### src/rtl/lifecycle_heartbeat_controller_unit_defines.svh
// Assertion macros for the lifecycle heartbeat controller
`ifndef LIFECYCLE_HEARTBEAT_CONTROLLER_UNIT_DEFINES_SVH
`define LIFECYCLE_HEARTBEAT_CONTROLLER_UNIT_DEFINES_SVH
`ifndef SYNTH
`define LHC_ASSERT(lbl, clk, rstn, prop) \
  lbl: assert property (@(posedge clk) disable iff (!rstn) prop) else $error("assertion failed");
`define LHC_ASSERT_NORST(lbl, clk, prop) \
  lbl: assert property (@(posedge clk) prop) else $error("assertion failed");
`else
`define LHC_ASSERT(lbl, clk, rstn, prop)
`define LHC_ASSERT_NORST(lbl, clk, prop)
`endif
`endif

### src/rtl/lhc_pkg.sv
// Shared types and constants for the lifecycle heartbeat controller
package lhc_pkg;
  localparam logic [2:0] MODE_START    = 3'd0;
  localparam logic [2:0] MODE_RUNNING  = 3'd1;
  localparam logic [2:0] MODE_TICK     = 3'd2;
  localparam logic [2:0] MODE_STOPREQ  = 3'd3;
  localparam logic [2:0] MODE_STOPPED  = 3'd4;
  localparam logic [2:0] MODE_FAILED   = 3'd5;
  localparam logic [2:0] MODE_SNAPSHOT = 3'd6;

  localparam logic [2:0] PH_CREATED  = 3'd0;
  localparam logic [2:0] PH_STARTING = 3'd1;
  localparam logic [2:0] PH_RUNNING  = 3'd2;
  localparam logic [2:0] PH_STOPPING = 3'd3;
  localparam logic [2:0] PH_STOPPED  = 3'd4;
  localparam logic [2:0] PH_FAILED   = 3'd5;

  localparam logic [2:0] ST_OK    = 3'd0;
  localparam logic [2:0] ST_STATE = 3'd1;
  localparam logic [2:0] ST_BACK  = 3'd2;
  localparam logic [2:0] ST_CAUSE = 3'd3;
  localparam logic [2:0] ST_EMPTY = 3'd4;

  localparam logic [2:0] CAUSE_NONE    = 3'd0;
  localparam logic [2:0] CAUSE_FAILURE = 3'd4;

  localparam logic [1:0] OUT_REJECT = 2'd0;
  localparam logic [1:0] OUT_NOBEAT = 2'd1;
  localparam logic [1:0] OUT_BEAT   = 2'd2;

  localparam logic [31:0] INTERVAL_RESET = 32'd1000;

  typedef struct packed {
    logic load;      // capture event and run decision
    logic div_start; // start the late / interval division
    logic div_step;  // one quotient bit
    logic commit;    // apply tick beat update
    logic emit;      // build result register
  } lhc_cmd_t;

  typedef struct packed {
    logic need_div;
    logic div_done;
  } lhc_sts_t;
endpackage

### src/rtl/lhc_datapath.sv
// Lifecycle state, time checks, serial divider and result formation
module lhc_datapath import lhc_pkg::*; #(
  parameter int TimeBits = 48
) (
  input  logic                clk_i,
  input  logic                rst_ni,
  input  lhc_cmd_t            cmd_i,
  output lhc_sts_t            sts_o,
  input  logic [31:0]         interval_i,
  input  logic [2:0]          mode_i,
  input  logic [TimeBits-1:0] now_i,
  input  logic [2:0]          cause_i,
  input  logic                text_i,
  output logic [3*TimeBits+15:0] res_lo_o,
  output logic [2*TimeBits-1:0]  res_hi_o,
  output logic                   dl_valid_o
);
  localparam int CntBits = $clog2(TimeBits + 1);
  localparam logic [TimeBits-1:0] TimeMax = '1;

  logic [2:0] phase_q, phase_d, cause_q, cause_d;
  logic [TimeBits-1:0] seen_q, seen_d, start_q, start_d, end_q, end_d;
  logic seen_v_q, seen_v_d, start_v_q, start_v_d, end_v_q, end_v_d;
  logic [TimeBits-1:0] dl_q, dl_d, beats_q, beats_d, missed_q, missed_d, bup_q, bup_d;
  logic [TimeBits-1:0] now_q;
  logic [2:0] status_q, status_d;
  logic [1:0] outc_q, outc_d;
  logic [TimeBits-1:0] iv;
  logic [TimeBits-1:0] rem_q, quo_q, dvd_q;
  logic [CntBits-1:0] cnt_q;
  logic [TimeBits:0] rem_sh, rem_sub;
  logic backwards, need_div_q, need_div_d;
  logic [TimeBits-1:0] eff, ut_now, uptime, base, sat;
  logic [TimeBits:0] sum;
  logic [TimeBits:0] sum2;

  assign iv = (interval_i == 32'd0) ? TimeBits'(1) : TimeBits'(interval_i);
  assign backwards = seen_v_q && (now_i < seen_q);

  function automatic logic [TimeBits-1:0] up_at(logic sv, logic [TimeBits-1:0] st,
      logic ev, logic [TimeBits-1:0] et, logic [TimeBits-1:0] t);
    logic [TimeBits-1:0] e;
    e = ev ? et : t;
    up_at = (!sv || e <= st) ? '0 : e - st;
  endfunction

  always_comb begin
    phase_d = phase_q; cause_d = cause_q; seen_d = seen_q; seen_v_d = seen_v_q;
    start_d = start_q; start_v_d = start_v_q; end_d = end_q; end_v_d = end_v_q;
    dl_d = dl_q; status_d = ST_OK; outc_d = OUT_REJECT; need_div_d = 1'b0;
    sum = {1'b0, now_i} + {1'b0, iv};
    unique case (mode_i)
      MODE_START: begin
        if (phase_q != PH_CREATED) status_d = ST_STATE;
        else if (backwards) status_d = ST_BACK;
        else begin
          seen_d = now_i; seen_v_d = 1'b1; start_d = now_i; start_v_d = 1'b1;
          phase_d = PH_STARTING;
        end
      end
      MODE_RUNNING: begin
        if (phase_q != PH_STARTING) status_d = ST_STATE;
        else if (backwards) status_d = ST_BACK;
        else begin
          seen_d = now_i; seen_v_d = 1'b1;
          dl_d = sum[TimeBits] ? TimeMax : sum[TimeBits-1:0];
          phase_d = PH_RUNNING;
        end
      end
      MODE_TICK: begin
        if (phase_q != PH_RUNNING) status_d = ST_STATE;
        else if (backwards) status_d = ST_BACK;
        else begin
          seen_d = now_i; seen_v_d = 1'b1;
          if (now_i < dl_q) outc_d = OUT_NOBEAT;
          else begin
            outc_d = OUT_BEAT; need_div_d = 1'b1;
          end
        end
      end
      MODE_STOPREQ: begin
        if (cause_i == CAUSE_NONE || cause_i >= CAUSE_FAILURE) status_d = ST_CAUSE;
        else if (phase_q == PH_STOPPED) status_d = ST_OK;
        else if (phase_q == PH_STOPPING) begin
          if (backwards) status_d = ST_BACK;
          else begin
            seen_d = now_i; seen_v_d = 1'b1;
          end
        end else if (phase_q != PH_STARTING && phase_q != PH_RUNNING) status_d = ST_STATE;
        else if (backwards) status_d = ST_BACK;
        else begin
          seen_d = now_i; seen_v_d = 1'b1; cause_d = cause_i; phase_d = PH_STOPPING;
        end
      end
      MODE_STOPPED: begin
        if (phase_q == PH_STOPPED) status_d = ST_OK;
        else if (phase_q != PH_STOPPING) status_d = ST_STATE;
        else if (backwards) status_d = ST_BACK;
        else begin
          seen_d = now_i; seen_v_d = 1'b1; end_d = now_i; end_v_d = 1'b1;
          phase_d = PH_STOPPED;
        end
      end
      MODE_FAILED: begin
        if (!text_i) status_d = ST_EMPTY;
        else if (phase_q == PH_FAILED) status_d = ST_OK;
        else if (phase_q == PH_STOPPED) status_d = ST_STATE;
        else if (backwards) status_d = ST_BACK;
        else begin
          seen_d = now_i; seen_v_d = 1'b1;
          if (!start_v_q) begin
            start_d = now_i; start_v_d = 1'b1;
          end
          cause_d = CAUSE_FAILURE; end_d = now_i; end_v_d = 1'b1; phase_d = PH_FAILED;
        end
      end
      MODE_SNAPSHOT: begin
        if (!backwards) begin
          seen_d = now_i; seen_v_d = 1'b1;
        end
      end
      default: status_d = ST_STATE;
    endcase
  end

  assign rem_sh = {rem_q, dvd_q[TimeBits-1]};
  assign rem_sub = rem_sh - {1'b0, iv};
  assign base = now_q - rem_q;
  assign sum2 = {1'b0, base} + {1'b0, iv};
  assign sat = sum2[TimeBits] ? TimeMax : sum2[TimeBits-1:0];
  assign ut_now = (seen_v_q && now_q < seen_q) ? seen_q : now_q;
  assign uptime = up_at(start_v_q, start_q, end_v_q, end_q, ut_now);
  assign eff = up_at(start_v_q, start_q, end_v_q, end_q, now_q);

  always_ff @(posedge clk_i or negedge rst_ni) begin
    if (!rst_ni) begin
      phase_q <= PH_CREATED; cause_q <= CAUSE_NONE;
      seen_q <= '0; seen_v_q <= 1'b0; start_q <= '0; start_v_q <= 1'b0;
      end_q <= '0; end_v_q <= 1'b0; dl_q <= '0; beats_q <= '0; missed_q <= '0;
      bup_q <= '0; need_div_q <= 1'b0; cnt_q <= '0;
    end else begin
      if (cmd_i.load) begin
        phase_q <= phase_d; cause_q <= cause_d; seen_q <= seen_d; seen_v_q <= seen_v_d;
        start_q <= start_d; start_v_q <= start_v_d; end_q <= end_d; end_v_q <= end_v_d;
        dl_q <= dl_d; need_div_q <= need_div_d;
      end
      if (cmd_i.div_start) cnt_q <= CntBits'(TimeBits);
      else if (cmd_i.div_step) cnt_q <= cnt_q - 1'b1;
      if (cmd_i.commit) begin
        beats_q <= beats_q + 1'b1;
        missed_q <= missed_q + quo_q;
        bup_q <= eff;
        dl_q <= sat;
      end
    end
  end

  always_ff @(posedge clk_i) begin
    if (cmd_i.load) begin
      now_q <= now_i; status_q <= status_d; outc_q <= outc_d;
    end
    if (cmd_i.div_start) begin
      dvd_q <= now_q - dl_q; rem_q <= '0; quo_q <= '0;
    end else if (cmd_i.div_step) begin
      dvd_q <= dvd_q << 1;
      if (!rem_sub[TimeBits]) begin
        rem_q <= rem_sub[TimeBits-1:0]; quo_q <= {quo_q[TimeBits-2:0], 1'b1};
      end else begin
        rem_q <= rem_sh[TimeBits-1:0]; quo_q <= {quo_q[TimeBits-2:0], 1'b0};
      end
    end
    if (cmd_i.emit) begin
      res_lo_o <= {uptime, missed_q, beats_q, 4'd0, cause_q, phase_q, outc_q,
                   status_q, status_q == ST_OK};
      res_hi_o <= {(phase_q == PH_RUNNING) ? dl_q : {TimeBits{1'b0}}, bup_q};
      dl_valid_o <= (phase_q == PH_RUNNING);
    end
  end

  assign sts_o.need_div = need_div_q;
  assign sts_o.div_done = (cnt_q == '0);
endmodule

### src/rtl/lhc_ctrl.sv
// Sequencer for event load, division and result handshake
module lhc_ctrl import lhc_pkg::*; (
  input  logic     clk_i,
  input  logic     rst_ni,
  input  logic     in_valid_i,
  output logic     in_ready_o,
  output logic     out_valid_o,
  input  logic     out_ready_i,
  input  lhc_sts_t sts_i,
  output lhc_cmd_t cmd_o
);
`include "lifecycle_heartbeat_controller_unit_defines.svh"
  localparam logic [2:0] S_IDLE = 3'd0;
  localparam logic [2:0] S_DECIDE = 3'd1;
  localparam logic [2:0] S_DIV = 3'd2;
  localparam logic [2:0] S_COMMIT = 3'd3;
  localparam logic [2:0] S_EMIT = 3'd4;
  localparam logic [2:0] S_OUT = 3'd5;

  logic [2:0] state_q, state_d;

  assign in_ready_o = (state_q == S_IDLE);
  assign out_valid_o = (state_q == S_OUT);

  always_comb begin
    state_d = state_q;
    cmd_o = '0;
    unique case (state_q)
      S_IDLE: if (in_valid_i) begin
        cmd_o.load = 1'b1; state_d = S_DECIDE;
      end
      S_DECIDE: begin
        if (sts_i.need_div) begin
          cmd_o.div_start = 1'b1; state_d = S_DIV;
        end else begin
          cmd_o.emit = 1'b1; state_d = S_OUT;
        end
      end
      S_DIV: begin
        if (sts_i.div_done) state_d = S_COMMIT;
        else cmd_o.div_step = 1'b1;
      end
      S_COMMIT: begin
        cmd_o.commit = 1'b1; state_d = S_EMIT;
      end
      S_EMIT: begin
        cmd_o.emit = 1'b1; state_d = S_OUT;
      end
      S_OUT: if (out_ready_i) state_d = S_IDLE;
      default: state_d = S_IDLE;
    endcase
  end

  always_ff @(posedge clk_i or negedge rst_ni) begin
    if (!rst_ni) state_q <= S_IDLE;
    else state_q <= state_d;
  end

  `LHC_ASSERT(a_no_overlap, clk_i, rst_ni, !(in_ready_o && out_valid_o))
  `LHC_ASSERT(a_load_decide, clk_i, rst_ni, (in_valid_i && in_ready_o) |=> state_q == S_DECIDE)
  `LHC_ASSERT(a_commit_emit, clk_i, rst_ni, cmd_o.commit |=> cmd_o.emit)
  `LHC_ASSERT(a_out_hold, clk_i, rst_ni, (out_valid_o && !out_ready_i) |=> out_valid_o)
endmodule

### src/rtl/lifecycle_heartbeat_controller_unit.sv
// Top level of the lifecycle heartbeat controller
// One event in, one status transaction out. Each event is loaded and decided; a tick
// that emits a heartbeat then runs the bit-serial division of the late time by the
// interval, commits the beat update and builds the result. The next event is taken
// once the result is taken. Write the interval only while no event is in flight; an
// interval of 0 acts as 1.
module lifecycle_heartbeat_controller_unit import lhc_pkg::*; #(
  parameter int TIME_BITS = 48
) (
  input  logic clk_i,
  input  logic rst_ni,
  input  logic cfg_we_i,
  input  logic [31:0] cfg_wdata_i,
  input  logic s_axis_tvalid,
  output logic s_axis_tready,
  input  logic [TIME_BITS+7:0] s_axis_tdata, // mode, now_ms, stop_cause, pad
  input  logic s_axis_tuser,                  // failure_text_present
  output logic m_axis_tvalid,
  input  logic m_axis_tready,
  // accepted, status, tick_outcome, lifecycle_now, recorded_cause, pad, beat_count,
  // missed_total, uptime_ms, last_beat_uptime_ms, deadline_ms
  output logic [5*TIME_BITS+15:0] m_axis_tdata,
  output logic m_axis_tuser                   // deadline_valid
);
  logic [31:0] iv_q;
  lhc_cmd_t cmd;
  lhc_sts_t sts;
  logic [3*TIME_BITS+15:0] lo;
  logic [2*TIME_BITS-1:0] hi;
  logic hi_v;

  always_ff @(posedge clk_i or negedge rst_ni) begin
    if (!rst_ni) iv_q <= INTERVAL_RESET;
    else if (cfg_we_i) iv_q <= cfg_wdata_i;
  end

  lhc_ctrl u_ctrl (
    .clk_i, .rst_ni, .in_valid_i(s_axis_tvalid), .in_ready_o(s_axis_tready),
    .out_valid_o(m_axis_tvalid), .out_ready_i(m_axis_tready), .sts_i(sts), .cmd_o(cmd)
  );

  lhc_datapath #(.TimeBits(TIME_BITS)) u_dp (
    .clk_i, .rst_ni, .cmd_i(cmd), .sts_o(sts), .interval_i(iv_q),
    .mode_i(s_axis_tdata[2:0]), .now_i(s_axis_tdata[TIME_BITS+2:3]),
    .cause_i(s_axis_tdata[TIME_BITS+5:TIME_BITS+3]), .text_i(s_axis_tuser),
    .res_lo_o(lo), .res_hi_o(hi), .dl_valid_o(hi_v)
  );

  assign m_axis_tdata = {hi, lo};
  assign m_axis_tuser = hi_v;
endmodule

### config.mk
export PLATFORM = sky130hd
export DESIGN_NAME = lifecycle_heartbeat_controller_unit
export DESIGN_NICKNAME = d
export VERILOG_FILES = /design/src/rtl/lhc_pkg.sv /design/src/rtl/lhc_datapath.sv /design/src/rtl/lhc_ctrl.sv /design/src/rtl/lifecycle_heartbeat_controller_unit.sv
export VERILOG_INCLUDE_DIRS = /design/src /design/src/rtl
export SDC_FILE = /design/constraint.sdc
export NUM_CORES = 2
export LEC_CHECK = 0
export ABC_AREA = 1
export ABC_CLOCK_PERIOD_IN_PS = 11700
export BUFFER_PORTS_ARGS = -buffer_cell sky130_fd_sc_hd__buf_2
export CORE_MARGIN = 1
export CORE_UTILIZATION = 49
export DETAILED_ROUTE_END_ITERATION = 10
export PLACE_DENSITY = 0.62
export SKIP_CTS_REPAIR_TIMING = 1
export SLEW_MARGIN = 20
export SYNTH_ARGS = -nofsm -noshare
export SYNTH_HDL_FRONTEND = slang
export SYNTH_SLANG_ARGS = --single-unit
### constraint.sdc
create_clock -name clk_i -period 11.7 [get_ports clk_i]
set_input_delay 1.17 -clock clk_i [delete_from_list [all_inputs] [get_ports clk_i]]
set_output_delay 1.17 -clock clk_i [all_outputs]
set_load 0.1 [all_outputs]
# Word-level counts from Yosys, hierarchy flattened
# Cells that the tools add are included.
[totals]
reg_bits = 837
input_bits = 94
elab_cells = 250
[op_classes]
addsub = 10
magnitude_cmp = 6
n_eq_ne = 42
n_mux = 133
n_bitwise = 1
n_reduce_logical = 31
[op_table]
columns = ["cell", "n"]
rows = [
  ["2-to-1 mux 48 bit", 40],
  ["case mux 48 bit (7 select lines)", 1],
  ["case mux 48 bit (2 select lines)", 2],
  ["subtractor 48 bit", 4],
  ["< comparator 48 bit", 3],
  ["2-to-1 mux 3 bit", 38],
  ["adder 48 x 48 -> 49 bit", 2],
  ["less-or-equal comparator 48 bit", 2],
  ["subtractor 49 x 48 -> 49 bit", 1],
  ["adder 48 x 1 -> 48 bit (second input constant)", 1],
  ["adder 48 bit", 1],
  ["!= test 2 bit (second input constant)", 22],
  ["2-to-1 mux 1 bit", 37],
  ["logical NOT 32 bit", 1],
  ["2-to-1 mux 32 bit", 1],
  ["equality test 3 bit (second input constant)", 7],
  ["case mux 3 bit (7 select lines)", 1],
  ["equality test 3 x 2 -> 1 bit (second input constant)", 6],
  ["case mux 3 bit (6 select lines)", 1],
  ["AND reduction 18 bit", 1],
  ["case mux 3 bit (5 select lines)", 1],
  ["AND reduction 13 bit", 1],
  ["logical NOT 3 bit", 4],
  ["2-to-1 mux 6 bit", 2],
  ["other kinds (26)", 43],
]

# Logic depth before layout (Yosys ltp)
[logic_depth]
ltp_word = 9
mapped_depth = 34
depth_no_buf = 32

# Modules after synthesis
# A second synthesis with hierarchy kept.
[unflattened]
hier_cells = 7788
hier_area_um2 = 58643.7
[by_module_without_submodules]
columns = ["mod", "n_inst", "cells_per_inst", "area_each_um2"]
rows = [
  ["lhc_datapath", 1, 7617, 57117.3],
  ["lifecycle_heartbeat_controller_unit", 1, 136, 1300.0],
  ["lhc_ctrl", 1, 35, 226.5],
]

# Worst setup path before layout
# Ideal clock, no wire load.
[synth_path]
kind = "register -> register"
start = "register u_ctrl.state_q[1]"
end = "register u_dp.dl_valid_o, enable pin"
setup_time_ns = 0.626
arrival_time_ns = 6.154
path_slack_ns = 4.920
path_stages_with_launch = 6
period_less_slack_ns = 6.780
cell_sequence = "dfrtp_1 -> inv_1 -> nand3_1 -> nor2_1 -> inv_1 -> nand2_1"
[synth_lines]
columns = ["element", "line", "text"]
rows = [
  ["start, declared", "lhc_ctrl.sv:20", "logic [2:0] state_q, state_d;"],
  ["start signal, assigned", "lhc_ctrl.sv:56", "else state_q <= state_d;"],
  ["end signal, assigned", "lhc_datapath.sv:176", "dl_valid_o <= (phase_q == PH_RUNNING);"],
  ["end, declared", "lhc_datapath.sv:16", "output logic dl_valid_o"],
]

# Worst setup path after layout
[layout_path]
start = "register u_dp.now_q[47]"
end = "register u_dp.res_lo_o[155] (data pin)"
[layout_between]
elab_chain_len = 6
elab_cells_between_ends = 7
[layout_rtl]
columns = ["element", "line", "text"]
rows = [
  ["start, declared", "lhc_datapath.sv:25", "logic [TimeBits-1:0] now_q;"],
  ["start signal, assigned", "lhc_datapath.sv:160", "now_q <= now_i; status_q <= status_d; outc_q <= outc_d;"],
  ["< comparator 48 bit", "lhc_datapath.sv:131", "assign ut_now = (seen_v_q && now_q < seen_q) ? seen_q : now_q;"],
  ["logical AND 1 bit", "lhc_datapath.sv:131", ""],
  ["2-to-1 mux 48 bit *", "lhc_datapath.sv:131", ""],
  ["2-to-1 mux 48 bit *", "lhc_datapath.sv:43", "e = ev ? et : t;"],
  ["less-or-equal comparator 48 bit", "lhc_datapath.sv:44", "up_at = (!sv || e <= st) ? '0 : e - st;"],
  ["logical OR 1 bit", "lhc_datapath.sv:44", ""],
  ["end signal, assigned", "lhc_datapath.sv:173", "res_lo_o <= {uptime, missed_q, beats_q, 4'd0, cause_q, phase_q, outc_q,"],
  ["end, declared", "lhc_datapath.sv:14", "output logic [3*TimeBits+15:0] res_lo_o,"],
]
# Every way passes the cells marked *; elsewhere a longest branch is shown, timed or not.
# A chain may end at the register's enable or synchronous reset.

==> flow_summary.json <==
{
  "status": "completed",
  "ys_ff_latch": 837,
  "syn2layout_area_growth_pct": 11.48,
  "wl_mm": 211.3,
  "grt_max_degree": 149,
  "drv_slew": 0,
  "vdd_drop_max_mv": 0.4255,
  "cp.arrival_ns": 7.40,
  "yosysTopAreaCell": "edfxtp_1",
  "globalRouteTotalUtil": 0.3440,
  "crit_buf_inv": 5,
  "synth_commonest_cells": "nand2_1, inv_1, o21ai_0",
  "timing.final.crit_period_ns": 6.934,
  "synthCells": 7740,
  "globalplace.congestion": 0.9881,
  "p_per_area_nw_per_um2": 322.8,
  "die_w_um": 347.7,
  "tightest_slew_ns": 1.243,
  "placedCellCount": 9473,
  "seq_area_um2": 22250,
  "antenna_found_initial": 23,
  "start_util": 0.4952,
  "drc_errors": 0,
  "clkTransAtPathRegs_ns": 0.06,
  "multi_input_area_um2": 31240,
  "maxCapViolations": 0,
  "hold_viol": 0,
  "fillers": 11400,
  "dieArea_um2": 120900,
  "synth_area_leaders": "edfxtp_1, dfrtp_1, nand2_1",
  "min_path_type": "reg2reg",
  "rsz0062_at_grt": "no",
  "slew_headroom": 0.1662,
  "cts_made_buffers": 96,
  "finalCritPeriodShare": 0.5927,
  "seq_area_frac_synth": 0.3799,
  "power_mw": 21.07,
  "synth_cell_type_count": 71,
  "crit_fanout": 55,
  "synth_top_cell_area_share": 0.1816,
  "vias": 54580,
  "fin_tns_setup_ns": 0,
  "clk_latency_ns": 0.74,
  "yosysWarnings": 0,
  "synth_area_um2": 58550,
  "htreeDepth": 3,
  "grt_pass1_vias": 52100,
  "firstDrtPassIters": 6,
  "dp_hpwl_mm": 173.4,
  "cp_top_family": "simple AND/OR/NAND/NOR gates",
  "overflow": 0,
  "fin_nets": 8616,
  "synth_most_common_cell": "nand2_1",
  "crit_slowest_cell": "edfxtp_1",
  "clockBufferDepth": 3,
  "clock_sinks": 837,
  "post_drt_wl_per_cell_um": 21.85,
  "drive_gt1_frac": 0.09041,
  "grt_pass1_wl_mm": 313.7,
  "ant_nets": 0,
  "required_ns": 12.17,
  "cp_common_cell": "nand2_1",
  "rows": 126,
  "die_y_um": 347.7,
  "place_ws_ns": 4.720,
  "synth-edff-count": 354,
  "fin_cells": 9670,
  "core-area_um2": 118200,
  "drt_iter0_drc": 4417,
  "async_flop_share": 0.4624,
  "ios": 353,
  "crit_type": "reg2reg",
  "port_buffers": 346,
  "power.leakage_nw": 32.07,
  "setup_ws_ns": 4.766,
  "ctsRootBufferMaster": "clkbuf_16",
  "synth_ff_type": "dfrtp_1",
  "max_stage_delay_ns": 0.57,
  "vias_per_cell": 5.645,
  "end_kind": "flip-flop",
  "setup_viol": 0,
  "finClkSkew_ns": 0.07619,
  "max_freq_ghz": 0.1442,
  "cp-start-kind": "flip-flop",
  "post_synth.cell_area_avg_um2": 7.564,
  "cts_tree": "done"
}
## flip-flops by register name, indices dropped and copies added (netlist names), 6 cells and up
signal         count
u_dp.end_q        48
u_dp.beats_q      48
u_dp.bup_q        48
u_dp.now_q        48
u_dp.seen_q       48
u_dp.res_lo_o    156
u_dp.dl_q         48
u_dp.quo_q        48
u_dp.start_q      48
u_dp.res_hi_o     96
u_dp.missed_q     48
u_dp.cnt_q         6
u_dp.rem_q        48
u_dp.dvd_q        48
iv_q              32
## worst paths after layout
kind                                start                 end  slack (ns)  depth (start not counted)
max in group asynchronous          rst_ni    u_dp.beats_q[41]        9.00                          3
hold reg to reg            u_dp.outc_q[1]    u_dp.res_lo_o[5]        0.42                          0
hold / removal             u_dp.outc_q[1]    u_dp.res_lo_o[5]        0.42                          0
min in group asynchronous          rst_ni             iv_q[1]        0.48                          1
setup / recovery           u_dp.now_q[47]  u_dp.res_lo_o[155]        4.77                         32
setup reg to reg           u_dp.now_q[47]  u_dp.res_lo_o[155]        4.77                         32
## layer usage
| metal | routed length (um) | track usage | up-vias |
|---|---|---|---|
| met5 | 54 | 0 | - |
| met4 | 11970 | 0.1798 | 8 |
| met3 | 14240 | 0.05124 | 401 |
| met2 | 97350 | 0.5670 | 1926 |
| met1 | 87640 | 0.4365 | 25760 |
| li1 | - | - | 26490 |
## placed cells by master, fill, tap and decap left out, drive strengths merged, types with 13 or more instances in the layout
cell type | synthesis | final
a21boi | 17 | 17
nand4 | 86 | 86
nor2 | 702 | 702
diode | 0 | 15
clkinv | 2 | 33
a21o | 26 | 26
o31ai | 17 | 17
o21a | 51 | 51
clkbuf | 136 | 123
a21oi | 557 | 557
xor2 | 182 | 182
o22ai | 64 | 64
o21ai | 789 | 789
nand3 | 278 | 278
o211ai | 72 | 72
inv | 1157 | 1159
bufinv | 0 | 18
dfxtp | 96 | 96
buf | 50 | 380
or2 | 51 | 51
ha | 479 | 479
nor4 | 35 | 35
edfxtp | 354 | 354
xnor2 | 102 | 102
dfrtp | 381 | 381
and3 | 15 | 15
o221ai | 13 | 13
a31oi | 110 | 110
nor3 | 107 | 107
o21bai | 18 | 18
nand2 | 1720 | 1720
## metrics by stage
step | cell area (um2) | utilization | hold WS, ns
CTS | 65230 | 0.5517 | 0.4181
detailed placement | 61780 | 0.5225 | 0.4054
global placement | 61780 | 0.5225 | 0.4054
global route | 65240 | 0.5518 | 0.4275
finish | 65270 | 0.5520 | 0.4203
floorplan | 58560 | - | 0.4003
## final cells by class
class / instances / share of cell area
Inverter: 1159 / 0.06677
Tap cell: 1536 / 0.02945
Clock inverter: 59 / 0.01288
Clock buffer: 123 / 0.04007
Antenna cell: 15 / 0.0005751
Timing Repair Buffer: 380 / 0.03079
Sequential cell: 837 / 0.3409
Multi-Input combinational cell: 5561 / 0.4786
## kinds of logic after synthesis
kind of cell | Yosys count | share of synthesized area
muxes | 1 | 0.0001923
adders and majority gates | 487 | 0.1051
DFF | 837 | 0.3799
buffers and inverters | 1345 | 0.08749
xor gates and xnor gates | 284 | 0.04248
AOI/OAI and AO/OA | 1770 | 0.1675
other | 1 | 0.00006405
and+or+nand+nor | 3015 | 0.2172
## report_power, final
group | switching [mW] | internal [mW] | total, mW
Sequential | 0.502 | 4.20 | 4.70
Combinational | 9.84 | 3.23 | 13.1
Clock | 1.32 | 1.98 | 3.30
Note: power is estimated with default switching activity, not from simulation.
